## src/rtl/core/tepq_pkg.sv

```systemverilog
// ----------------------------------------------------------------------------
// tepq_pkg
// Shared types and constants of the timed event priority queue.
// ----------------------------------------------------------------------------
`default_nettype none

package tepq_pkg;

    localparam int ID_W     = 4;
    localparam int TIME_W   = 32;
    localparam int PRIO_W   = 8;
    localparam int CIL_W    = 10;
    localparam int ID_COUNT = 16;

    localparam int EVENT_SLOTS_DEF     = 16;
    localparam int CYCLES_PER_LINE_DEF = 228;

    typedef enum logic [1:0] {
        OP_CLEAR  = 2'd0,
        OP_INSERT = 2'd1,
        OP_REMOVE = 2'd2,
        OP_RUN    = 2'd3
    } op_t;

    localparam logic KIND_EVENT  = 1'b0;
    localparam logic KIND_MARKER = 1'b1;

    typedef struct packed {
        logic [PRIO_W-1:0] prio;
        logic [TIME_W-1:0] due;
        logic [ID_W-1:0]   id;
    } entry_t;

    // handshake between the sequencer and the divider
    typedef struct packed {
        logic              start;
        logic [TIME_W-1:0] dividend;
    } div_req_t;

endpackage

`default_nettype wire

```

## src/rtl/core/tepq_ram.sv

```systemverilog
// ----------------------------------------------------------------------------
// tepq_ram
// Simple dual-port RAM, one write and one registered read per cycle.
// ----------------------------------------------------------------------------
`default_nettype none

module tepq_ram #(
    parameter int WIDTH = 8,
    parameter int DEPTH = 16
) (
    input  wire logic                     clk,
    input  wire logic                     we,
    input  wire logic [$clog2(DEPTH)-1:0] waddr,
    input  wire logic [WIDTH-1:0]         wdata,
    input  wire logic [$clog2(DEPTH)-1:0] raddr,
    output logic      [WIDTH-1:0]         rdata
);

    logic [WIDTH-1:0] mem_reg [DEPTH];

    always_ff @(posedge clk)
    begin
        if (we)
        begin
            mem_reg[waddr] <= wdata;
        end
        rdata <= mem_reg[raddr];
    end

endmodule

`default_nettype wire

```

## src/rtl/core/tepq_div.sv

```systemverilog
// ----------------------------------------------------------------------------
// tepq_div
// Division by a constant through a reciprocal multiply and a short fix-up.
// ----------------------------------------------------------------------------
`default_nettype none

module tepq_div
    import tepq_pkg::*;
#(
    parameter int DIVISOR = CYCLES_PER_LINE_DEF
) (
    input  wire logic              clk,
    input  wire logic              rst_n,
    input  wire div_req_t          req,
    output logic                   busy,
    output logic [TIME_W-1:0]      quotient,
    output logic [CIL_W-1:0]       remainder
);

    localparam int PW = 2 * TIME_W;
    // remainder estimate stays below three divisors, so below 3 * 1024
    localparam int RW = CIL_W + 2;
    localparam logic [TIME_W-1:0] RECIP =
        TIME_W'(((64'd1 << TIME_W) - 64'd1) / 64'(DIVISOR));
    localparam logic [RW-1:0] DIV_R  = RW'(DIVISOR);
    localparam logic [RW-1:0] DIV2_R = RW'(2 * DIVISOR);

    typedef enum logic [1:0] {
        DV_IDLE,
        DV_MUL,
        DV_BACK,
        DV_FIX
    } div_state_t;

    div_state_t        state_reg;
    logic [TIME_W-1:0] t_reg;
    logic [TIME_W-1:0] q_reg;
    logic [RW-1:0]     r_reg;
    logic [PW-1:0]     prod;
    logic [RW-1:0]     r_est;

    assign prod  = PW'(t_reg) * PW'(RECIP);
    // only the low bits matter since the true remainder is small
    assign r_est = t_reg[RW-1:0] - q_reg[RW-1:0] * DIV_R;

    always_ff @(posedge clk or negedge rst_n)
    begin
        if (!rst_n)
        begin
            state_reg <= DV_IDLE;
            t_reg     <= '0;
            q_reg     <= '0;
            r_reg     <= '0;
        end
        else if (req.start)
        begin
            state_reg <= DV_MUL;
            t_reg     <= req.dividend;
        end
        else
        begin
            case (state_reg)
                DV_MUL:
                begin
                    // estimate falls short of the quotient by at most two
                    q_reg     <= prod[PW-1:TIME_W];
                    state_reg <= DV_BACK;
                end
                DV_BACK:
                begin
                    r_reg     <= r_est;
                    state_reg <= DV_FIX;
                end
                DV_FIX:
                begin
                    if (r_reg >= DIV2_R)
                    begin
                        q_reg <= q_reg + TIME_W'(2);
                        r_reg <= r_reg - DIV2_R;
                    end
                    else if (r_reg >= DIV_R)
                    begin
                        q_reg <= q_reg + TIME_W'(1);
                        r_reg <= r_reg - DIV_R;
                    end
                    state_reg <= DV_IDLE;
                end
                default:
                begin
                    state_reg <= DV_IDLE;
                end
            endcase
        end
    end

    assign busy      = (state_reg != DV_IDLE);
    assign quotient  = q_reg;
    assign remainder = r_reg[CIL_W-1:0];

endmodule

`default_nettype wire

```

## src/rtl/core/timed_event_priority_queue.sv

```systemverilog
// ----------------------------------------------------------------------------
// timed_event_priority_queue
// Sorted event queue in a circular RAM, walked by a small sequencer.
// ----------------------------------------------------------------------------
// clear is done in the idle state; remove reads and checks every queued entry;
//   insert reads and shifts each entry it moves past; both walk the single RAM
//   port pair. run: reads the head, then the shared divider multiplies, checks
//   back and fixes up, then the output register is loaded, for every result
//   and the closing marker; a full output register stalls the run
// one transaction in flight at a time, input is not ready until it finishes
// reset clears the entry count, the id flags and the head pointer; the RAM
//   itself is not cleared
`default_nettype none

module timed_event_priority_queue
    import tepq_pkg::*;
#(
    parameter int EVENT_SLOTS     = EVENT_SLOTS_DEF,
    parameter int CYCLES_PER_LINE = CYCLES_PER_LINE_DEF
) (
    input  wire logic        clk,
    input  wire logic        rst_n,
    input  wire logic        s_axis_tvalid,
    output logic             s_axis_tready,
    // event_id[3:0], due_time[35:4], event_priority[43:36], until_time[75:44]
    input  wire logic [79:0] s_axis_tdata,
    // op[1:0]
    input  wire logic [1:0]  s_axis_tuser,
    output logic             m_axis_tvalid,
    input  wire logic        m_axis_tready,
    // fired_id[3:0], line[35:4], cycle_in_line[45:36]
    output logic [47:0]      m_axis_tdata,
    // kind[0]
    output logic             m_axis_tuser,
    output logic             m_axis_tlast
);

    // one entry per identifier at most
    localparam int DEPTH = (EVENT_SLOTS < ID_COUNT) ? EVENT_SLOTS : ID_COUNT;
    localparam int AW    = $clog2(DEPTH);
    localparam int CW    = $clog2(DEPTH + 1);
    localparam int SW    = AW + 1;

    typedef enum logic [3:0] {
        ST_IDLE,
        ST_RM_RD,
        ST_RM_CHK,
        ST_INS_RD,
        ST_INS_CHK,
        ST_RUN_RD,
        ST_RUN_CHK,
        ST_DIV_WAIT
    } state_t;

    state_t              state_reg;
    logic [CW-1:0]       count_reg;
    logic [CW-1:0]       k_reg;
    logic [AW-1:0]       head_reg;
    logic [ID_COUNT-1:0] flags_reg;
    logic                found_reg;
    logic                marker_reg;
    op_t                 op_reg;
    logic [ID_W-1:0]     id_reg;
    logic [TIME_W-1:0]   due_reg;
    logic [PRIO_W-1:0]   prio_reg;
    logic [TIME_W-1:0]   until_reg;
    logic [ID_W-1:0]     fid_reg;

    logic                out_valid_reg;
    logic                out_kind_reg;
    logic [ID_W-1:0]     out_id_reg;
    logic [TIME_W-1:0]   out_line_reg;
    logic [CIL_W-1:0]    out_cil_reg;
    logic                out_last_reg;

    op_t               in_op;
    logic [ID_W-1:0]   in_id;
    logic [TIME_W-1:0] in_due;
    logic [PRIO_W-1:0] in_prio;
    logic [TIME_W-1:0] in_until;

    logic          ram_we;
    logic [AW-1:0] ram_waddr;
    entry_t        ram_wdata;
    logic [AW-1:0] ram_raddr;
    logic [$bits(entry_t)-1:0] ram_rdata;
    entry_t        rd_entry;
    entry_t        new_entry;

    div_req_t          div_req;
    logic              div_busy;
    logic [TIME_W-1:0] div_quot;
    logic [CIL_W-1:0]  div_rem;

    logic in_fire;
    logic out_free;
    logic out_load;
    logic precedes;
    logic is_due;

    // logical position to RAM address, wrapping around the head
    function automatic logic [AW-1:0] phys(input logic [AW-1:0] head,
                                           input logic [CW-1:0] pos);
        logic [SW-1:0] sum;
        sum = SW'(head) + SW'(pos);
        if (sum >= SW'(DEPTH))
        begin
            sum = sum - SW'(DEPTH);
        end
        return sum[AW-1:0];
    endfunction

    assign in_op    = op_t'(s_axis_tuser);
    assign in_id    = s_axis_tdata[3:0];
    assign in_due   = s_axis_tdata[35:4];
    assign in_prio  = s_axis_tdata[43:36];
    assign in_until = s_axis_tdata[75:44];

    assign s_axis_tready = (state_reg == ST_IDLE);
    assign in_fire       = s_axis_tvalid && s_axis_tready;
    assign out_free      = !out_valid_reg || m_axis_tready;
    assign out_load      = (state_reg == ST_DIV_WAIT) && !div_busy && out_free;

    assign rd_entry  = ram_rdata;
    assign new_entry = '{prio: prio_reg, due: due_reg, id: id_reg};
    assign precedes  = (due_reg < rd_entry.due) ||
                       ((due_reg == rd_entry.due) && (prio_reg > rd_entry.prio));
    assign is_due    = (rd_entry.due <= until_reg);

    always_comb
    begin
        ram_we       = 1'b0;
        ram_waddr    = phys(head_reg, k_reg);
        ram_wdata    = new_entry;
        ram_raddr    = phys(head_reg, k_reg);
        div_req      = '{start: 1'b0, dividend: until_reg};
        case (state_reg)
            ST_RM_CHK:
            begin
                // close the gap left by the removed entry
                ram_we    = found_reg;
                ram_waddr = phys(head_reg, k_reg - 1'b1);
                ram_wdata = rd_entry;
            end
            ST_INS_RD:
            begin
                ram_raddr = phys(head_reg, k_reg - 1'b1);
                ram_we    = (k_reg == '0);
            end
            ST_INS_CHK:
            begin
                ram_we    = 1'b1;
                ram_wdata = precedes ? rd_entry : new_entry;
            end
            ST_RUN_RD:
            begin
                ram_raddr     = head_reg;
                div_req.start = (count_reg == '0);
            end
            ST_RUN_CHK:
            begin
                div_req.start    = 1'b1;
                div_req.dividend = is_due ? rd_entry.due : until_reg;
            end
            default:
            begin
            end
        endcase
    end

    always_ff @(posedge clk or negedge rst_n)
    begin
        if (!rst_n)
        begin
            state_reg     <= ST_IDLE;
            count_reg     <= '0;
            k_reg         <= '0;
            head_reg      <= '0;
            flags_reg     <= '0;
            found_reg     <= 1'b0;
            marker_reg    <= 1'b0;
            op_reg        <= OP_CLEAR;
            id_reg        <= '0;
            due_reg       <= '0;
            prio_reg      <= '0;
            until_reg     <= '0;
            fid_reg       <= '0;
            out_valid_reg <= 1'b0;
            out_kind_reg  <= KIND_EVENT;
            out_id_reg    <= '0;
            out_line_reg  <= '0;
            out_cil_reg   <= '0;
            out_last_reg  <= 1'b0;
        end
        else
        begin
            if (out_valid_reg && m_axis_tready && !out_load)
            begin
                out_valid_reg <= 1'b0;
            end
            case (state_reg)
                ST_IDLE:
                begin
                    if (in_fire)
                    begin
                        op_reg    <= in_op;
                        id_reg    <= in_id;
                        due_reg   <= in_due;
                        prio_reg  <= in_prio;
                        until_reg <= in_until;
                        case (in_op)
                            OP_CLEAR:
                            begin
                                count_reg <= '0;
                                flags_reg <= '0;
                            end
                            OP_INSERT, OP_REMOVE:
                            begin
                                if (flags_reg[in_id])
                                begin
                                    k_reg     <= '0;
                                    found_reg <= 1'b0;
                                    state_reg <= ST_RM_RD;
                                end
                                else if ((in_op == OP_INSERT) &&
                                         (count_reg < CW'(DEPTH)))
                                begin
                                    k_reg     <= count_reg;
                                    state_reg <= ST_INS_RD;
                                end
                            end
                            OP_RUN:
                            begin
                                state_reg <= ST_RUN_RD;
                            end
                            default:
                            begin
                            end
                        endcase
                    end
                end
                ST_RM_RD:
                begin
                    if (k_reg == count_reg)
                    begin
                        count_reg         <= count_reg - 1'b1;
                        flags_reg[id_reg] <= 1'b0;
                        if (op_reg == OP_INSERT)
                        begin
                            k_reg     <= count_reg - 1'b1;
                            state_reg <= ST_INS_RD;
                        end
                        else
                        begin
                            state_reg <= ST_IDLE;
                        end
                    end
                    else
                    begin
                        state_reg <= ST_RM_CHK;
                    end
                end
                ST_RM_CHK:
                begin
                    if (!found_reg && (rd_entry.id == id_reg))
                    begin
                        found_reg <= 1'b1;
                    end
                    k_reg     <= k_reg + 1'b1;
                    state_reg <= ST_RM_RD;
                end
                ST_INS_RD:
                begin
                    if (k_reg == '0)
                    begin
                        count_reg         <= count_reg + 1'b1;
                        flags_reg[id_reg] <= 1'b1;
                        state_reg         <= ST_IDLE;
                    end
                    else
                    begin
                        state_reg <= ST_INS_CHK;
                    end
                end
                ST_INS_CHK:
                begin
                    if (precedes)
                    begin
                        k_reg     <= k_reg - 1'b1;
                        state_reg <= ST_INS_RD;
                    end
                    else
                    begin
                        count_reg         <= count_reg + 1'b1;
                        flags_reg[id_reg] <= 1'b1;
                        state_reg         <= ST_IDLE;
                    end
                end
                ST_RUN_RD:
                begin
                    if (count_reg == '0)
                    begin
                        marker_reg <= 1'b1;
                        state_reg  <= ST_DIV_WAIT;
                    end
                    else
                    begin
                        state_reg <= ST_RUN_CHK;
                    end
                end
                ST_RUN_CHK:
                begin
                    if (is_due)
                    begin
                        // pop the head entry
                        head_reg <= (head_reg == AW'(DEPTH - 1)) ? '0 :
                                    head_reg + 1'b1;
                        count_reg               <= count_reg - 1'b1;
                        flags_reg[rd_entry.id]  <= 1'b0;
                        fid_reg                 <= rd_entry.id;
                        marker_reg              <= 1'b0;
                    end
                    else
                    begin
                        marker_reg <= 1'b1;
                    end
                    state_reg <= ST_DIV_WAIT;
                end
                ST_DIV_WAIT:
                begin
                    if (!div_busy && out_free)
                    begin
                        out_valid_reg <= 1'b1;
                        out_kind_reg  <= marker_reg ? KIND_MARKER : KIND_EVENT;
                        out_id_reg    <= marker_reg ? '0 : fid_reg;
                        out_line_reg  <= div_quot;
                        out_cil_reg   <= div_rem;
                        out_last_reg  <= marker_reg;
                        state_reg     <= marker_reg ? ST_IDLE : ST_RUN_RD;
                    end
                end
                default:
                begin
                    state_reg <= ST_IDLE;
                end
            endcase
        end
    end

    tepq_ram #(
        .WIDTH ($bits(entry_t)),
        .DEPTH (DEPTH)
    ) u_ram (
        .clk   (clk),
        .we    (ram_we),
        .waddr (ram_waddr),
        .wdata (ram_wdata),
        .raddr (ram_raddr),
        .rdata (ram_rdata)
    );

    tepq_div #(
        .DIVISOR (CYCLES_PER_LINE)
    ) u_div (
        .clk       (clk),
        .rst_n     (rst_n),
        .req       (div_req),
        .busy      (div_busy),
        .quotient  (div_quot),
        .remainder (div_rem)
    );

    assign m_axis_tvalid = out_valid_reg;
    assign m_axis_tdata  = {2'b00, out_cil_reg, out_line_reg, out_id_reg};
    assign m_axis_tuser  = out_kind_reg;
    assign m_axis_tlast  = out_last_reg;

    a_count_bound: assert property (@(posedge clk) disable iff (!rst_n)
        count_reg <= CW'(DEPTH))
        else $error("entry count beyond storage depth");

    a_flags_match_count: assert property (@(posedge clk) disable iff (!rst_n)
        $countones(flags_reg) == int'(count_reg))
        else $error("id flags disagree with entry count");

    a_idle_div_quiet: assert property (@(posedge clk) disable iff (!rst_n)
        (state_reg == ST_IDLE) |-> !div_busy)
        else $error("divider busy while sequencer idle");

    a_marker_is_last: assert property (@(posedge clk) disable iff (!rst_n)
        out_valid_reg |-> (out_kind_reg == out_last_reg))
        else $error("marker and last flag out of step");

endmodule

`default_nettype wire
```

## config.mk

```make
export PLATFORM = sky130hd
export DESIGN_NAME = timed_event_priority_queue
export DESIGN_NICKNAME = d
export VERILOG_FILES = /design/src/rtl/core/tepq_pkg.sv /design/src/rtl/core/tepq_ram.sv /design/src/rtl/core/tepq_div.sv /design/src/rtl/core/timed_event_priority_queue.sv
export SDC_FILE = /design/constraint.sdc
export NUM_CORES = 2
export LEC_CHECK = 0
export ABC_CLOCK_PERIOD_IN_PS = 8500
export BUFFER_PORTS_ARGS = -buffer_cell sky130_fd_sc_hd__buf_2
export CAP_MARGIN = 20
export CORE_MARGIN = 3
export CORE_UTILIZATION = 64
export DETAILED_ROUTE_END_ITERATION = 7
export HOLD_SLACK_MARGIN = 0.08
export PLACE_DENSITY = 0.77
export REMOVE_ABC_BUFFERS = 1
export SLEW_MARGIN = 5
export SYNTH_ARGS = -nofsm -noshare
export SYNTH_HDL_FRONTEND = slang
export SYNTH_SLANG_ARGS = --single-unit
```

## constraint.sdc

```tcl
create_clock -name clk -period 8.5 [get_ports clk]
set_input_delay 0.425 -clock clk [delete_from_list [all_inputs] [get_ports clk]]
set_output_delay 0.425 -clock clk [all_outputs]
set_load 0.02 [all_outputs]
```

==> results.md <==
* RSZ-0062 raised after global routing: no
* WHS at 0.125 ns
* Root buf cell: clkbuf_16
* Largest cells by area after synthesis: edfxtp_1 (37%), fa_1 (12%), dfrtp_1 (11%), ha_1 (8.1%), a211oi_1 (4.2%)
* Yosys cell types at 80
* Max reg flops at 704
* Number of synthesized flops with an enable pin at 704
* Top cell type's share of synthesized area at 37.3%
* Final Core Density at 72.0%
* Layout cells sized above 1 at 10.2%
* Slew @ Worst Pin at 1.16 ns
* Number of port buffers at 131
* Tmin final at 7.77 ns
* YS warnings at 0
* Final setup violation count at 0
* Crit path depth at 20
* Site Rows at 108
* Die height at 304 um
* Status: finished clean
* NumNets Final at 5620
* Max Freq at 129 MHz
* Largest area contributor in the netlist: edfxtp_1
* Sequential share of the synthesized area at 49.6%
* Routed Antenna Nets at 0
* Area Growth Syn to Fin at 10.9%
* Fin. max-slew vios at 0
* DP Area at 58800 um2
* Worst path arrival time at 8.32 ns
* DIE WIDTH at 304 um
* Worst skew pair latency at 0.69 ns
* Worst slew margin at 22.7%
* Cells on worst reg2reg path at 20
* Die Footprint at 92100 um2
* Clk buf depth at 3
* Worst EP required at 9.05 ns
* Cells after Synth at 4654
* CP Capture Type: register
* Final HPWL DP at 88000 um
* CP dominant cell by count: fa_1
* H-tree level count at 3
* Flop2flop setup slack at 0.73 ns
* Number of remaining DRC errors at 0
* 1st-iter DRT viols at 3177
* Via density at 6.11
* Final Cycle Share at 91.5%
* Gpl congestion at 0.957
* Avg Inst Size Synth at 12.2 um2
* Ys flop type: edfxtp_1
* CTS buffer count at 99
* CTS hold repair buffers at 75
* I/O pin cnt at 138
* Pre-CTS setup slack at 0.786 ns
* Critical path class: register to register
* Detailed-route wire length at 138000 um
* GRT Total Usage at 30.4%
* Initial Util at 64.9%
* Hold depth at 3
* DR pass1 iterations at 8
* Maxcap violations at 0
* Fraction of registers with async set/reset at 24.5%
* Drt wl/cell at 22.7 um
* Post-route setup slack at 0.726 ns
* Final Hold Viols at 0
* Slowest CP cell: dfrtp_1
* Tightest Hold Check Type: input port to register
* Register bit count reported by yosys at 991
* Crit path max-delay family: adder cells
* Initial antenna violation count at 3
* Number of global-route vias before repair at 37387
* # resized after CTS at 0
* Core box area at 87300 um2
* Clock skew at 0.0379 ns
* Cell Area, Synth at 56700 um2
* Global-route wire length before repair at 212000 um
* CTS tree: yes
* Clock-pin slew on the worst setup and hold paths at 0.06 ns
* Total grt overflow at 0
* Worst-path maximum fanout at 14
* Largest net degree at the start of global routing at 195
* Startpoint Class: register
* CP bufs+invs at 2
* Setup bufs post-CTS at 0
* Vias post-DR at 37107
* Worst-path cell chain: fa_1 -> fa_1 -> fa_1 -> fa_1 -> fa_1 -> fa_1 -> inv_1 -> fa_1 -> inv_1 -> ha_1 -> a21oi_1 -> o211ai_1 -> a211oi_1 -> o211ai_2 -> a31oi_1 -> o21bai_1 -> a21o_1 -> a21oi_1 -> xor2_1 -> o21ai_0
* Slowest cell delay on critical path at 0.93 ns
* Design Area, Final at 62900 um2
* CTS sink count at 991
==> synth_stat cells (5+ instances only) <==
master       n
or3_1        7
mux2_2      86
xor2_1      35
dfrtp_1    243
and4_1       6
o211ai_1    11
nand2b_1    22
xnor2_1     31
nand4_1     23
and2_1       9
a21o_1      68
ha_1       368
o21ai_1      9
nand3_1     50
o31ai_1     10
clkbuf_1   176
inv_1      503
mux4_2       5
o221ai_1     8
nor3_1      51
mux2i_1    183
a211oi_1   315
buf_2       31
a31oi_1      9
a21boi_0     8
o2111ai_1    5
o21bai_1    10
buf_1       17
dfxtp_1     44
and3_1      11
nor2_1     137
a221oi_1     8
a21oi_1    320
nand2_1    229
o21ai_0    250
edfxtp_1   704
a2bb2oi_1   18
o22ai_1     17
a22oi_1      9
nor2b_1    191
fa_1       340
o21a_1      14
==> per-stage QoR <==
| stage | TNS, ns | cells |
|---|---|---|
| after detailed placement | 0 | 5804 |
| after CTS | 0 | 6067 |
| final | 0 | 6069 |
| after global placement | 0 | 5802 |
| after global routing | 0 | 6068 |
| after floorplan | -870.19 | 4428 |
==> per-layer routing <==
layer / track usage (%) / vias to the layer above / routed length [um] / share of wire [%]
li1: - / 16928 / - / -
met1: 40.0 / 18522 / 54600 / 40
met2: 51.0 / 1310 / 68200 / 49
met3: 4.49 / 345 / 9100 / 6.6
met4: 12.3 / 2 / 5900 / 4.3
met5: 0 / - / 17 / 0.012
==> worst reg2reg max path, cell delays in order, from the launching register on <==
cell and delay (ns):
dfrtp_1 0.93, fa_1 0.57, fa_1 0.53, fa_1 0.45
fa_1 0.53, fa_1 0.56, fa_1 0.57, inv_1 0.06
fa_1 0.54, inv_1 0.04, ha_1 0.30, a21oi_1 0.27
o211ai_1 0.14, a211oi_1 0.29, o211ai_2 0.27, a31oi_1 0.62
o21bai_1 0.26, a21o_1 0.24, a21oi_1 0.20, xor2_1 0.21
o21ai_0 0.09
==> layout by cell type (no fill, tap or decap), types with 21 or more instances in the layout <==
master,count
nand3_1,50
mux2i_1,183
nand4_1,23
nand2_1,229
a211oi_1,315
nand2b_1,21
nor3_1,51
inv_1,503
buf_4,85
buf_2,131
dlygate4sd3_1,75
xnor2_1,31
o21ai_0,247
mux2_2,86
clkbuf_16,101
dfrtp_1,243
nor2_1,121
xor2_1,35
edfxtp_1,704
a21o_1,68
fa_1,340
clkbuf_1,23
ha_1,368
a21oi_1,317
dfxtp_1,44
nor2b_1,191
==> path summary, 6_finish.rpt <==
| kind | to | from |
|---|---|---|
| worst max-delay path | u_div.quotient[20]$_DFFE_PN0P_ | u_div.t_reg[7]$_DFFE_PN0P_ |
| worst min-delay path | m_axis_tvalid$_DFF_PN0_ | m_axis_tready |
| worst max register to register | u_div.quotient[20]$_DFFE_PN0P_ | u_div.t_reg[7]$_DFFE_PN0P_ |
| worst min register to register | out_cil_reg[3]$_DFFE_PN0P_ | out_cil_reg[3]$_DFFE_PN0P_ |
| max in group asynchronous | due_reg[25]$_DFFE_PN0P_ | rst_n |
| min in group asynchronous | out_line_reg[10]$_DFFE_PN0P_ | rst_n |
==> cell type report <==
class	count	area, um2
Antenna cell	1	2.50
Clock buffer	130	2700
Clock inverter	58	574
Fill cell	5892	24400
Inverter	504	1890
Multi-Input combinational cell	2933	26000
Sequential cell	991	28100
Tap cell	1155	1450
Timing Repair Buffer	297	2160
==> cells by family after synthesis <==
logic type	after synthesis	share of synthesized area, %
other cells	1	0.00662
simple gates	758	6.62
fa+ha+maj	708	20.1
flops	991	49.6
compound gates	1123	12.5
mux	276	5.18
xor+xnor	66	1.02
buf+inv	731	4.93
Power is left out: the tool's default activity adds up to more than one toggle a clock period on the data nets, which glitch-free logic cannot reach.
